==> src/hdl/hlce_pkg.sv <==
`timescale 1ns / 1ps

package hlce_pkg;

  // bucket 0 holds pairs at index distance 16 or more, bucket k distance k
  localparam int NUM_BUCKETS = 16;
  localparam int BKT_W       = 4;
  localparam logic [3:0] SEP_RESET = 4'd3;
  localparam logic [7:0] HIT_MAX   = 8'd128;

  typedef struct packed {
    logic              hydrophobic;
    logic signed [7:0] x_coord;
    logic signed [7:0] y_coord;
    logic              last_residue;
  } in_item_t;

  typedef struct packed {
    logic signed [7:0] energy;
    logic              collision;
    logic              overflow;
    logic [6:0]        chain_length;
  } out_item_t;

  typedef struct packed {
    logic load;
    logic rd;
    logic sum;
    logic emit;
  } ctrl_cmd_t;

  typedef struct packed {
    logic rd_end;
    logic cmp_pend;
    logic last;
    logic sum_end;
  } dp_stat_t;

endpackage

==> src/hdl/hlce_ctrl.sv <==
`timescale 1ns / 1ps

module hlce_ctrl
  import hlce_pkg::*;
(
  input  logic       clk,
  input  logic       rst_n,
  input  logic       start,
  output logic       busy,
  input  dp_stat_t   st,
  output ctrl_cmd_t  cmd
);

  typedef enum logic [3:0] {
    S_IDLE = 4'b0001,
    S_SCAN = 4'b0010,
    S_SUM  = 4'b0100,
    S_OUT  = 4'b1000
  } state_t;

  state_t state_r, state_nxt;

  always_ff @(posedge clk) begin
    if (!rst_n) begin
      state_r <= S_IDLE;
    end else begin
      state_r <= state_nxt;
    end
  end

  always_comb begin
    cmd       = '0;
    state_nxt = state_r;
    unique case (state_r)
      S_IDLE: begin
        if (start) begin
          cmd.load  = 1'b1;
          state_nxt = S_SCAN;
        end
      end
      S_SCAN: begin
        if (!st.rd_end) begin
          cmd.rd = 1'b1;
        end else if (!st.cmp_pend) begin
          state_nxt = st.last ? S_SUM : S_IDLE;
        end
      end
      S_SUM: begin
        cmd.sum = 1'b1;
        if (st.sum_end) begin
          state_nxt = S_OUT;
        end
      end
      S_OUT: begin
        cmd.emit  = 1'b1;
        state_nxt = S_IDLE;
      end
      default: begin
        state_nxt = S_IDLE;
      end
    endcase
  end

  assign busy = (state_r != S_IDLE);

endmodule

==> src/hdl/hlce_dp.sv <==
`timescale 1ns / 1ps

module hlce_dp
  import hlce_pkg::*;
#(
  parameter int MAX_RESIDUES = 64
) (
  input  logic       clk,
  input  logic       rst_n,
  input  in_item_t   in_data,
  input  logic       cfg_we,
  input  logic [3:0] cfg_wdata,
  input  ctrl_cmd_t  cmd,
  output dp_stat_t   st,
  output logic       out_valid,
  output out_item_t  out_data
);

  localparam int AW = (MAX_RESIDUES > 1) ? $clog2(MAX_RESIDUES) : 1;
  localparam int CW = $clog2(MAX_RESIDUES + 1);
  localparam int DW = (CW > 5) ? CW : 5;

  // residue store
  logic signed [7:0] mem_x [MAX_RESIDUES];
  logic signed [7:0] mem_y [MAX_RESIDUES];
  logic              mem_h [MAX_RESIDUES];

  logic [3:0]        minsep_r;
  logic [CW-1:0]     cnt_r;
  logic              ovf_r;
  logic              coll_r;
  logic [7:0]        bkt_r [NUM_BUCKETS];

  logic signed [7:0] nx_r, ny_r;
  logic              nh_r;
  logic              last_r;
  logic [CW-1:0]     lim_r;
  logic [CW-1:0]     rd_idx_r;
  logic [CW-1:0]     cmp_idx_r;
  logic              rdv_r;
  logic signed [7:0] rd_x_r, rd_y_r;
  logic              rd_h_r;

  logic [7:0]        acc_r;
  logic [BKT_W-1:0]  sum_idx_r;
  logic              out_valid_r;
  out_item_t         out_r;

  logic              room;
  logic [8:0]        dx, dy;
  logic              same_site, adjacent, contact;
  logic [DW-1:0]     idx_gap;
  logic [BKT_W-1:0]  bsel;
  logic              incl;
  logic [8:0]        acc_sum;
  logic [7:0]        acc_nxt;

  assign room = (cnt_r < CW'(MAX_RESIDUES));

  always_ff @(posedge clk) begin
    if (cmd.load && room) begin
      mem_x[cnt_r[AW-1:0]] <= in_data.x_coord;
      mem_y[cnt_r[AW-1:0]] <= in_data.y_coord;
      mem_h[cnt_r[AW-1:0]] <= in_data.hydrophobic;
    end
    if (cmd.rd) begin
      rd_x_r <= mem_x[rd_idx_r[AW-1:0]];
      rd_y_r <= mem_y[rd_idx_r[AW-1:0]];
      rd_h_r <= mem_h[rd_idx_r[AW-1:0]];
    end
  end

  // compare the new residue against one stored residue
  always_comb begin
    dx        = {rd_x_r[7], rd_x_r} - {nx_r[7], nx_r};
    dy        = {rd_y_r[7], rd_y_r} - {ny_r[7], ny_r};
    same_site = (dx == 9'd0) && (dy == 9'd0);
    adjacent  = ((dx == 9'd0) && ((dy == 9'h001) || (dy == 9'h1FF))) ||
                ((dy == 9'd0) && ((dx == 9'h001) || (dx == 9'h1FF)));
    contact   = rdv_r && rd_h_r && nh_r && adjacent;
    idx_gap   = DW'(lim_r) - DW'(cmp_idx_r);
    bsel      = (idx_gap >= DW'(NUM_BUCKETS)) ? '0 : idx_gap[BKT_W-1:0];
  end

  // final pass over bucket 0 and the buckets from min_separation up, saturating at the hit limit
  always_comb begin
    incl    = (sum_idx_r == '0) || (sum_idx_r >= minsep_r);
    acc_sum = {1'b0, acc_r} + {1'b0, bkt_r[sum_idx_r]};
    if (!incl) begin
      acc_nxt = acc_r;
    end else if (acc_sum >= {1'b0, HIT_MAX}) begin
      acc_nxt = HIT_MAX;
    end else begin
      acc_nxt = acc_sum[7:0];
    end
  end

  always_ff @(posedge clk) begin
    if (!rst_n) begin
      minsep_r    <= SEP_RESET;
      cnt_r       <= '0;
      ovf_r       <= 1'b0;
      coll_r      <= 1'b0;
      rdv_r       <= 1'b0;
      rd_idx_r    <= '0;
      lim_r       <= '0;
      sum_idx_r   <= '0;
      acc_r       <= '0;
      out_valid_r <= 1'b0;
      for (int k = 0; k < NUM_BUCKETS; k++) begin
        bkt_r[k] <= '0;
      end
    end else begin
      if (cfg_we) begin
        minsep_r <= cfg_wdata;
      end
      rdv_r       <= cmd.rd;
      out_valid_r <= cmd.emit;

      if (cmd.load) begin
        nx_r      <= in_data.x_coord;
        ny_r      <= in_data.y_coord;
        nh_r      <= in_data.hydrophobic;
        last_r    <= in_data.last_residue;
        rd_idx_r  <= '0;
        sum_idx_r <= '0;
        acc_r     <= '0;
        if (room) begin
          lim_r <= cnt_r;
          cnt_r <= cnt_r + 1'b1;
        end else begin
          lim_r <= '0;
          ovf_r <= 1'b1;
        end
      end

      if (cmd.rd) begin
        cmp_idx_r <= rd_idx_r;
        rd_idx_r  <= rd_idx_r + 1'b1;
      end

      if (rdv_r && same_site) begin
        coll_r <= 1'b1;
      end
      if (contact && (bkt_r[bsel] < HIT_MAX)) begin
        bkt_r[bsel] <= bkt_r[bsel] + 8'd1;
      end

      if (cmd.sum) begin
        acc_r     <= acc_nxt;
        sum_idx_r <= sum_idx_r + 1'b1;
      end

      if (cmd.emit) begin
        out_r.energy       <= coll_r ? 8'sd0 : $signed(8'd0 - acc_r);
        out_r.collision    <= coll_r;
        out_r.overflow     <= ovf_r;
        out_r.chain_length <= 7'(cnt_r);
        cnt_r  <= '0;
        ovf_r  <= 1'b0;
        coll_r <= 1'b0;
        for (int k = 0; k < NUM_BUCKETS; k++) begin
          bkt_r[k] <= '0;
        end
      end
    end
  end

  assign st.rd_end   = (rd_idx_r == lim_r);
  assign st.cmp_pend = rdv_r;
  assign st.last     = last_r;
  assign st.sum_end  = (sum_idx_r == BKT_W'(NUM_BUCKETS - 1));

  assign out_valid = out_valid_r;
  assign out_data  = out_r;

endmodule

==> src/hdl/hp_lattice_chain_energy_top.sv <==
`timescale 1ns / 1ps

// HP model chain scorer on a 2D square lattice.
// Residues enter one per transaction on in_data (hydrophobic bit, signed x,y,
// last_residue mark); a transaction is taken on a clock edge with start high
// and busy low. The residue marked last closes the chain and one result
// (energy, collision, overflow, chain_length) appears on out_data for exactly
// one cycle with out_valid high; the receiver cannot stall it.
// Each residue that fits is written to the store and compared against all
// earlier residues of the chain, one stored residue per cycle through the
// single read port, with busy high until that scan ends. Contacts are
// binned by index distance; the closing residue adds a pass over the bins
// and a registered result, which shows in the first cycle with busy low.
// A residue beyond MAX_RESIDUES is dropped and sets the overflow flag;
// if marked last, it still closes the chain. cfg_we/cfg_wdata set
// min_separation (reset 3) and are to be written between chains by the
// user; the block itself does not enforce this. Synchronous active-low
// reset empties the chain and clears all flags; no clearing pass is needed.
module hp_lattice_chain_energy_top
  import hlce_pkg::*;
#(
  parameter int MAX_RESIDUES = 64
) (
  input  logic       clk,
  input  logic       rst_n,
  input  logic       start,
  output logic       busy,
  input  in_item_t   in_data,
  input  logic       cfg_we,
  input  logic [3:0] cfg_wdata,
  output logic       out_valid,
  output out_item_t  out_data
);

  ctrl_cmd_t cmd;
  dp_stat_t  st;

  hlce_ctrl u_ctrl (
    .clk   (clk),
    .rst_n (rst_n),
    .start (start),
    .busy  (busy),
    .st    (st),
    .cmd   (cmd)
  );

  hlce_dp #(
    .MAX_RESIDUES (MAX_RESIDUES)
  ) u_dp (
    .clk       (clk),
    .rst_n     (rst_n),
    .in_data   (in_data),
    .cfg_we    (cfg_we),
    .cfg_wdata (cfg_wdata),
    .cmd       (cmd),
    .st        (st),
    .out_valid (out_valid),
    .out_data  (out_data)
  );

endmodule

==> config.mk <==
export PLATFORM = sky130hd
export DESIGN_NAME = hp_lattice_chain_energy_top
export DESIGN_NICKNAME = d
export VERILOG_FILES = /design/src/hdl/hlce_pkg.sv /design/src/hdl/hlce_ctrl.sv /design/src/hdl/hlce_dp.sv /design/src/hdl/hp_lattice_chain_energy_top.sv
export SDC_FILE = /design/constraint.sdc
export NUM_CORES = 1
export LEC_CHECK = 0
export ABC_AREA = 0
export BUFFER_PORTS_ARGS = -buffer_cell sky130_fd_sc_hd__buf_2
export CELL_PAD_IN_SITES_DETAIL_PLACEMENT = 1
export CELL_PAD_IN_SITES_GLOBAL_PLACEMENT = 1
export CORE_MARGIN = 2
export CORE_UTILIZATION = 60
export DETAILED_ROUTE_END_ITERATION = 8
export HOLD_SLACK_MARGIN = 0.08
export PLACE_DENSITY = 0.93
export SETUP_SLACK_MARGIN = 0.05
export SLEW_MARGIN = 20
export SYNTH_ARGS = -nofsm -noshare
export SYNTH_HDL_FRONTEND = slang
export SYNTH_HIERARCHICAL = 1
export SYNTH_SLANG_ARGS = --single-unit
==> constraint.sdc <==
create_clock -name clk -period 11.06 [get_ports clk]
set_input_delay 2.765 -clock clk [delete_from_list [all_inputs] [get_ports clk]]
set_output_delay 2.765 -clock clk [all_outputs]
set_load 0.005 [all_outputs]
# ---- Yosys cells after proc, flatten, opt, wreduce, memory -nomap -nowiden
# Memory sizes are Yosys's and may differ from the RTL's. A register that Yosys moved wholly into a read port is not among the register bits.
# Cells that the tools add are included.
dict set report totals {
  word_cells 215
  ramBits 1216
  in_bits 26
  output_inout_bits 19
  reg_bits 87
  memories 4
}
dict set report op_classes {
  order_cmp 5
  addsub 9
  bitwise 66
  n_eq_ne 32
  reduce_logical 27
  mux 52
}
# memory words width rd rd_ports_with_merged_regs wr line
set memory_table {}
lappend memory_table {u_dp.mem_x 64 8 1 1 1 hlce_dp.sv:24} ;# logic signed [7:0] mem_x [MAX_RESIDUES];
lappend memory_table {u_dp.mem_y 64 8 1 1 1 hlce_dp.sv:25} ;# logic signed [7:0] mem_y [MAX_RESIDUES];
lappend memory_table {u_dp.bkt_r 16 8 2 1 16 hlce_dp.sv:32} ;# logic [7:0] bkt_r [NUM_BUCKETS];
lappend memory_table {u_dp.mem_h 64 1 1 1 1 hlce_dp.sv:26} ;# logic mem_h [MAX_RESIDUES];
# cell n
set op_table {}
lappend op_table {{$mux 8} 21}
lappend op_table {{$eq 4x4->1 const B} 18}
lappend op_table {{$mux 4} 10}
lappend op_table {{$and 1x1->1} 32}
lappend op_table {{$mux 7} 3}
lappend op_table {{$eq 9x1->1 const B} 2}
lappend op_table {{$eq 9x9->1 const B} 2}
lappend op_table {{$logic_not 9->1} 2}
lappend op_table {{$not 1->1} 18}
lappend op_table {{$sub 8x8->9} 2}
lappend op_table {{$mux 1} 16}
lappend op_table {{$or 1x1->1} 16}
lappend op_table {{$add 7x1->7 const B} 2}
lappend op_table {{$pmux 4 s3} 1}
lappend op_table {{$reduce_and 2->1} 6}
lappend op_table {{$add 8x8->9} 1}
lappend op_table {{$ge 9x8->1 const B} 1}
lappend op_table {{$logic_and 1x1->1} 9}
lappend op_table {{$add 8x1->8 const B} 1}
lappend op_table {{$lt 8x8->1 const B} 1}
lappend op_table {{$reduce_or 8->1} 1}
lappend op_table {{$sub 1x8->8 const A} 1}
lappend op_table {{$eq 7x7->1} 1}
lappend op_table {{$ge 7x5->1 const B} 1}
lappend op_table {{16 further kinds} 23}

# ---- Longest topological paths before layout
# Gate-level depths: netlist of run 1.
dict set report depth {
  depth_word 28
  mapped_depth 17
}

# ---- Cells and area by module
# Netlist of run 1, hierarchy kept.
# mod seq_area_each_um2 area_per_inst_um2 cells_each n_inst
set modules_own_cells {}
lappend modules_own_cells {hlce_dp 39167.6 53790.3 2627 1}
lappend modules_own_cells {hlce_ctrl 80.1 291.5 34 1}

# ---- Least setup slack after synthesis of run 1
# OpenSTA, ideal clock, no wires.
dict set report synth_timing {
  path_type {in2reg}
  start {input start}
  end {memory u_dp.mem_h[31], enable pin}
  cell_stages 9
  path_slack_ns 5.540
  path_buffers 2
  arrival_time_ns 5.128
  cell_sequence {inv_1 -> nor2_1 -> clkbuf_1 -> inv_1 -> nor2_1 -> and2_0 -> clkbuf_1 -> nand3_1 -> nor2_1}
}
# element line
set synth_lines {}
lappend synth_lines {{from (decl)} hp_lattice_chain_energy_top.sv:26} ;# input logic start,
lappend synth_lines {{to (decl)} hlce_dp.sv:26}

==> results of run 1 <==
-- cell type report --
class / instances / area, sq um
fill: 7033 / 29380
clock buffer: 160 / 3546
tap: 1176 / 1471
clock inverter: 78 / 772.0
timing repair buffer: 150 / 1072
multi-input combinational: 1139 / 14030
sequential: 1323 / 39260
antenna: 4 / 10.01
inverter: 49 / 183.9
-- logic make-up (layout without fill, tap and decap cells) --
logic type / after synthesis / count (layout) / share of synthesized area
AND/OR/NAND/NOR: 455 / 455 / 0.04058
buffers and inverters: 199 / 437 / 0.01555
other: 0 / 4 / 0
AO/OA/AOI/OAI: 163 / 163 / 0.02330
flip-flops: 1323 / 1323 / 0.7257
adder cells (fa/ha/maj): 44 / 44 / 0.01073
XOR/XNOR: 38 / 38 / 0.006154
multiplexers: 439 / 439 / 0.1780
-- worst max-delay path, cell delays in order --
cell     delay, ns
buf_2         0.11
inv_1         0.05
nor2_1        0.62
inv_1         0.38
nor2_1        0.62
and2_0        0.53
nand2_1       0.59
nor2_1        0.93
buf_4         0.35
-- power breakdown --
group	switching [mW]	leakage (nW)	internal, mW
registers	0.0349	12.0	5.53
clock network	2.09	2.10	2.53
logic	0.302	4.75	0.113
-- state kept, by name, indices dropped and copies added, names as in the netlist, 6 cells and up, named ones only --
register,cells
u_dp/cmp_idx_r,7
u_dp/bkt_r,128
u_dp/rd_y_r,8
u_dp/lim_r,6
u_dp/out_data,17
u_dp/mem_x,512
u_dp/rd_idx_r,7
u_dp/ny_r,8
u_dp/cnt_r,7
u_dp/mem_h,64
u_dp/acc_r,8
u_dp/mem_y,512
u_dp/rd_x_r,8
u_dp/nx_r,8
-- cell usage after synthesis (16+ instances only) --
cell,count,share of area
ha_1,40,0.0093
edfxtp_1,1275,0.71
inv_1,47,0.0033
mux2i_1,20,0.0037
nand2_1,55,0.0038
mux4_2,418,0.17
a21oi_1,25,0.0023
dfxtp_1,48,0.018
nor3_1,61,0.0056
nor2_1,211,0.015
buf_1,37,0.0026
clkbuf_1,89,0.0062
xnor2_1,16,0.0026
o21ai_0,17,0.0016
nor2b_1,20,0.0023
xor2_1,22,0.0036
-- final timing paths --
check	from	to	slack [ns]	depth (start not counted)
max	start	u_dp/mem_x[54][4]	4.56	9
min	u_dp/ovf_r	u_dp/out_data[7]	0.49	0
max reg2reg	u_dp/lim_r[0]	u_dp/bkt_r[11][6]	5.46	16
min reg2reg	u_dp/ovf_r	u_dp/out_data[7]	0.49	0
-- routing by layer --
layer | share of wire | routed length, um | GRT usage
met1 | 0.32 | 55940 | 0.4930
met2 | 0.48 | 84200 | 0.6196
met3 | 0.13 | 22440 | 0.09374
met4 | 0.076 | 13300 | 0.2303
met5 | 0.00069 | 122 | 0
-- per-stage QoR --
stage          std cells  power (mW)  setup slack [ns]
6_report            4079       10.60             4.556
5_1_grt             4075       10.76             4.511
4_1_cts             4073       10.60             4.824
3_5_place_dp        3835       6.046             4.188
3_3_place_gp        3835       6.002             4.675
2_1_floorplan       2661       5.838             5.540
==> flow_metrics.py, run 1 <==
metrics = {
    "synthesis": {
        "synth_edf_count": 1275,
        "synth.ff_latch_count": 1323,
        "syn_inst": 2661,
        "synthesis.nets": 2731,
        "synth-async-reset-ratio": 0,
        "syn_area_per_cell_sq_um": 20.32,
        "ys_warn_count": 6,
        "synthDistinctLibCells": 84,
        "synth_ff_type": "edfxtp_1",
        "yosysSeqAreaShare": 0.7257,
        "synthesis.area_sq_um": 54080,
    },
    "drt": {
        "drt.antenna.violating_nets": 0,
        "detail_route.wl_per_cell_um": 43.15,
        "drt_iter0_markers": 5500,
        "via_per_inst": 7.600,
        "drt_wl_total_mm": 176.0,
        "vias": 31000,
        "first_pass_iters": 6,
        "drc": 0,
    },
    "finish": {
        "final_core_util": 0.6726,
        "layout_commonest_cell": "edfxtp_1",
        "syn_to_final_growth_pct": 11.60,
        "layout.nets": 2866,
        "drive_gt1_frac": 0.2832,
        "final_cell_mix": "edfxtp_1 (1,275), mux4_2 (418), nor2_1 (209)",
        "fin_area_sq_um": 60350,
    },
    "clock_network": {
        "cts-root-buf": "clkbuf_16",
        "cts_setup_buffers": 0,
        "cts_hold_buf": 0,
        "cts_tree": "yes",
        "clk_pin_slew_ns": 0.07,
        "worstSkewPairLatency_ns": 0.78,
        "numCtsBuffers": 133,
        "htree_levels": 4,
        "clockBufferDepth": 3,
        "clock_sinks": 1323,
        "cts.repair.resized": 0,
    },
    "global_route": {
        "grt_pass1_wl_mm": 248.8,
        "gr-usage-all-layers": 0.3887,
        "grt_antenna_before_repair": 22,
        "grt_max_degree": 140,
        "grt_pass1_vias": 31720,
        "overflow": 0,
    },
    "floorplanning": {
        "rows": 110,
        "io_pins": 45,
        "die_h_um": 304.2,
        "start_util": 0.6027,
        "die_w_um": 304.2,
        "core_area_sq_um": 89740,
        "dieArea_sq_um": 92550,
    },
    "sta": {
        "timing.setup.tns_ns": 0,
        "hold_viol": 0,
        "max_freq_mhz": 153.8,
        "min_period_ns": 6.504,
        "rsz0062_at_grt": "no",
        "final_max_slew_viol_count": 0,
        "fin_crit_sh": 0.5880,
        "tightest_slew_ns": 1.197,
        "finalSetupViolations": 0,
        "relSlewSlack": 0.2020,
        "hold-worst-slack_ns": 0.4882,
        "fin_skew_ns": 0.03930,
    },
    "setup_path": {
        "critPathArrivalTime_ns": 6.96,
        "cp-start-kind": "primary input",
        "critPathCaptureType": "register",
        "worstPathMaxFanout": 9,
        "critPathKind": "in2reg",
        "worstPathRequired_ns": 11.52,
    },
    "place": {
        "globalplace.congestion": 0.9406,
        "dpl.hpwl_mm": 93.53,
        "numPortBuffers": 44,
        "place_area_sq_um": 55960,
    },
    "hold_path": {
        "hold_class": "reg2reg",
    },
    "flow_run": {
        "max-cap-violations": 0,
    },
    "power_and_ir_drop": {
        "power_density_nw_per_um2": 175.7,
        "ir_drop_v": 0.0001744,
        "p_leak_nw": 18.88,
    },
    "run_status": {
        "status": "finished, final reports clean",
    },
}
Note: power is estimated with default switching activity, not from simulation.
==> inputs of run 2 (changes only) <==
Settings changed: CORE_UTILIZATION 60 to 51, PLACE_DENSITY 0.93 to 0.85.
Clock period 11.06 ns to 5.51 ns, I/O delays scaled along.
==> flow_metrics.py, run 2 (synthesis results as in run 1) <==
metrics = {
    "power_and_ir_drop": {
        "p_leak_nw": 18.96,
        "fin_total_pwr_mw": 21.03,
        "power_density_nw_per_um2": 346.1,
        "ir_drop_v": 0.0002716,
        "switching_share": 0.2158,
        "intPower_mw": 16.49,
        "switchingPower_mw": 4.539,
        "clkPwrFrac": 0.432,
        "p_seq_frac": 0.531,
        "combPwrFrac": 0.037,
    },
    "sta": {
        "tightest_slew_ns": 1.194,
        "min_period_ns": 5.097,
        "final_max_slew_viol_count": 0,
        "rsz0062_at_grt": "no",
        "hold_viol": 0,
        "timing.setup.tns_ns": 0,
        "fin_skew_ns": 0.03293,
        "relSlewSlack": 0.1983,
        "finalSetupViolations": 0,
        "fin_crit_sh": 0.9250,
        "max_freq_mhz": 196.2,
    },
    "drt": {
        "drt_iter0_markers": 3766,
        "drt_wl_total_mm": 158.1,
        "first_pass_iters": 5,
        "detail_route.wl_per_cell_um": 36.77,
        "via_per_inst": 6.808,
        "vias": 29280,
        "drt.antenna.violating_nets": 0,
        "drc": 0,
    },
    "place": {
        "numPortBuffers": 44,
        "dpl.hpwl_mm": 86.47,
        "globalplace.congestion": 0.9607,
    },
    "hold_path": {
        "holdPathEnd": "u_dp/out_data[7]",
        "hold_path_depth": 0,
        "min-delay-start": "u_dp/ovf_r",
        "hold_class": "reg2reg",
    },
    "clock_network": {
        "worstSkewPairLatency_ns": 0.77,
        "cts_setup_buffers": 0,
        "cts_hold_buf": 0,
        "clk_pin_slew_ns": 0.06,
        "cts_tree": "yes",
        "clockBufferDepth": 3,
        "clock_sinks": 1323,
        "numCtsBuffers": 134,
        "htree_levels": 4,
        "cts-root-buf": "clkbuf_16",
        "cts.repair.resized": 0,
    },
    "global_route": {
        "gr-usage-all-layers": 0.2988,
        "grt_pass1_wl_mm": 229.2,
        "grt_antenna_before_repair": 15,
        "grt_max_degree": 104,
        "grt_pass1_vias": 30950,
        "overflow": 0,
    },
    "floorplanning": {
        "io_pins": 45,
        "rows": 119,
        "die_h_um": 329.6,
        "die_w_um": 329.6,
        "core_area_sq_um": 105300,
        "start_util": 0.5138,
        "dieArea_sq_um": 108700,
    },
    "finish": {
        "n_fill_cell": 8909,
        "layout.nets": 2873,
        "final_cell_mix": "edfxtp_1 (1,275), mux4_2 (418), nor2_1 (210)",
        "drive_gt1_frac": 0.2813,
        "syn_to_final_growth_pct": 12.35,
        "layout_commonest_cell": "edfxtp_1",
    },
    "setup_path": {
        "cp-start-kind": "register",
        "critPathKind": "reg2reg",
        "r2r_slack_ns": 0.41,
        "worstPathMaxFanout": 18,
        "reg2reg_from": "u_dp/nx_r[0]",
        "worst_r2r_path_depth": 10,
        "r2r_end": "u_dp/bkt_r[8][4]",
        "critPathArrivalTime_ns": 5.50,
        "worstPathRequired_ns": 5.92,
        "critPathCaptureType": "register",
    },
    "run_status": {
        "status": "finished, final reports clean",
    },
    "flow_run": {
        "max-cap-violations": 0,
    },
}
## run 2: cell count changes in the layout (fill, tap and decap cells not counted), moves of 2 or more
cell / change
buf_12: +9
buf_2: -12
buf_4: +11
buf_6: -3
clkbuf_1: +2
clkbuf_16: +2
clkinv_1: +4
clkinv_2: -5
clkinvlp_4: -4
inv_16: -5
inv_6: +4
nor2_4: -2
## run 2: power by group through the flow
stage,Clock (mW),Combinational (mW),Sequential [mW]
2_1_floorplan,0,0.376,11.3
3_3_place_gp,0,0.664,11.4
3_5_place_dp,0,0.717,11.4
4_1_cts,9.19,0.754,11.2
5_1_grt,9.50,0.805,11.2
6_report,9.08,0.775,11.2
## run 2: worst max path at each step
stage                          start           endpoint  slack, ns  cells past startpoint
global route            u_dp/nx_r[0]  u_dp/bkt_r[11][2]       0.27                     10
detailed placement     u_dp/lim_r[0]   u_dp/bkt_r[6][4]       0.67                     15
global placement       u_dp/lim_r[0]  u_dp/bkt_r[15][4]       0.90                     15
floorplan           u_dp/rd_idx_r[0]   u_dp/rd_idx_r[5]       0.85                     11
CTS                     u_dp/nx_r[0]   u_dp/bkt_r[7][0]       0.49                     10
finish                  u_dp/nx_r[0]   u_dp/bkt_r[8][4]       0.41                     10
## run 2: final cells by class
type                            count  area (sq um)  share of cell area
Clock inverter                     72         666.9             0.01098
Multi-Input combinational cell   1139         14000              0.2305
Antenna cell                        5         12.51           0.0002059
Tap cell                         1391          1740             0.02864
Clock buffer                      165          3617             0.05953
Sequential cell                  1323         39270              0.6462
Timing Repair Buffer              156          1269             0.02088
Inverter                           49         183.9            0.003027
## run 2: metrics by stage
stage	util	cell area [sq um]	hold slack, ns	worst slack, ns	cells
final	0.5772	60760	0.4811	0.4133	4300
after global routing	0.5771	60750	0.4982	0.2737	4295
after CTS	0.5763	60660	0.4832	0.4902	4293
after detailed placement	0.5356	56380	0.4704	0.6713	4056
after global placement	0.5356	56380	0.4589	0.8993	4056
after floorplan	-	54080	0.4064	0.8537	2661
## run 2: routing by layer
metal / vias up / wire [um] / GRT usage
li1: 11290 / - / -
met4: 26 / 8343 / 0.1467
met1: 15290 / 54930 / 0.3734
met2: 2148 / 78870 / 0.4960
met3: 515 / 15800 / 0.06882
met5: - / 190 / 0
## run 2: critical path, stage by stage, from the launching register on
cell	delay, ns
edfxtp_1	0.41
ha_1	0.28
fa_1	0.46
nor2b_1	0.29
o31ai_1	0.17
and2_1	0.21
or4_1	0.49
nor4b_2	0.44
a32o_1	0.95
o2111ai_1	0.53
nand2_1	0.49
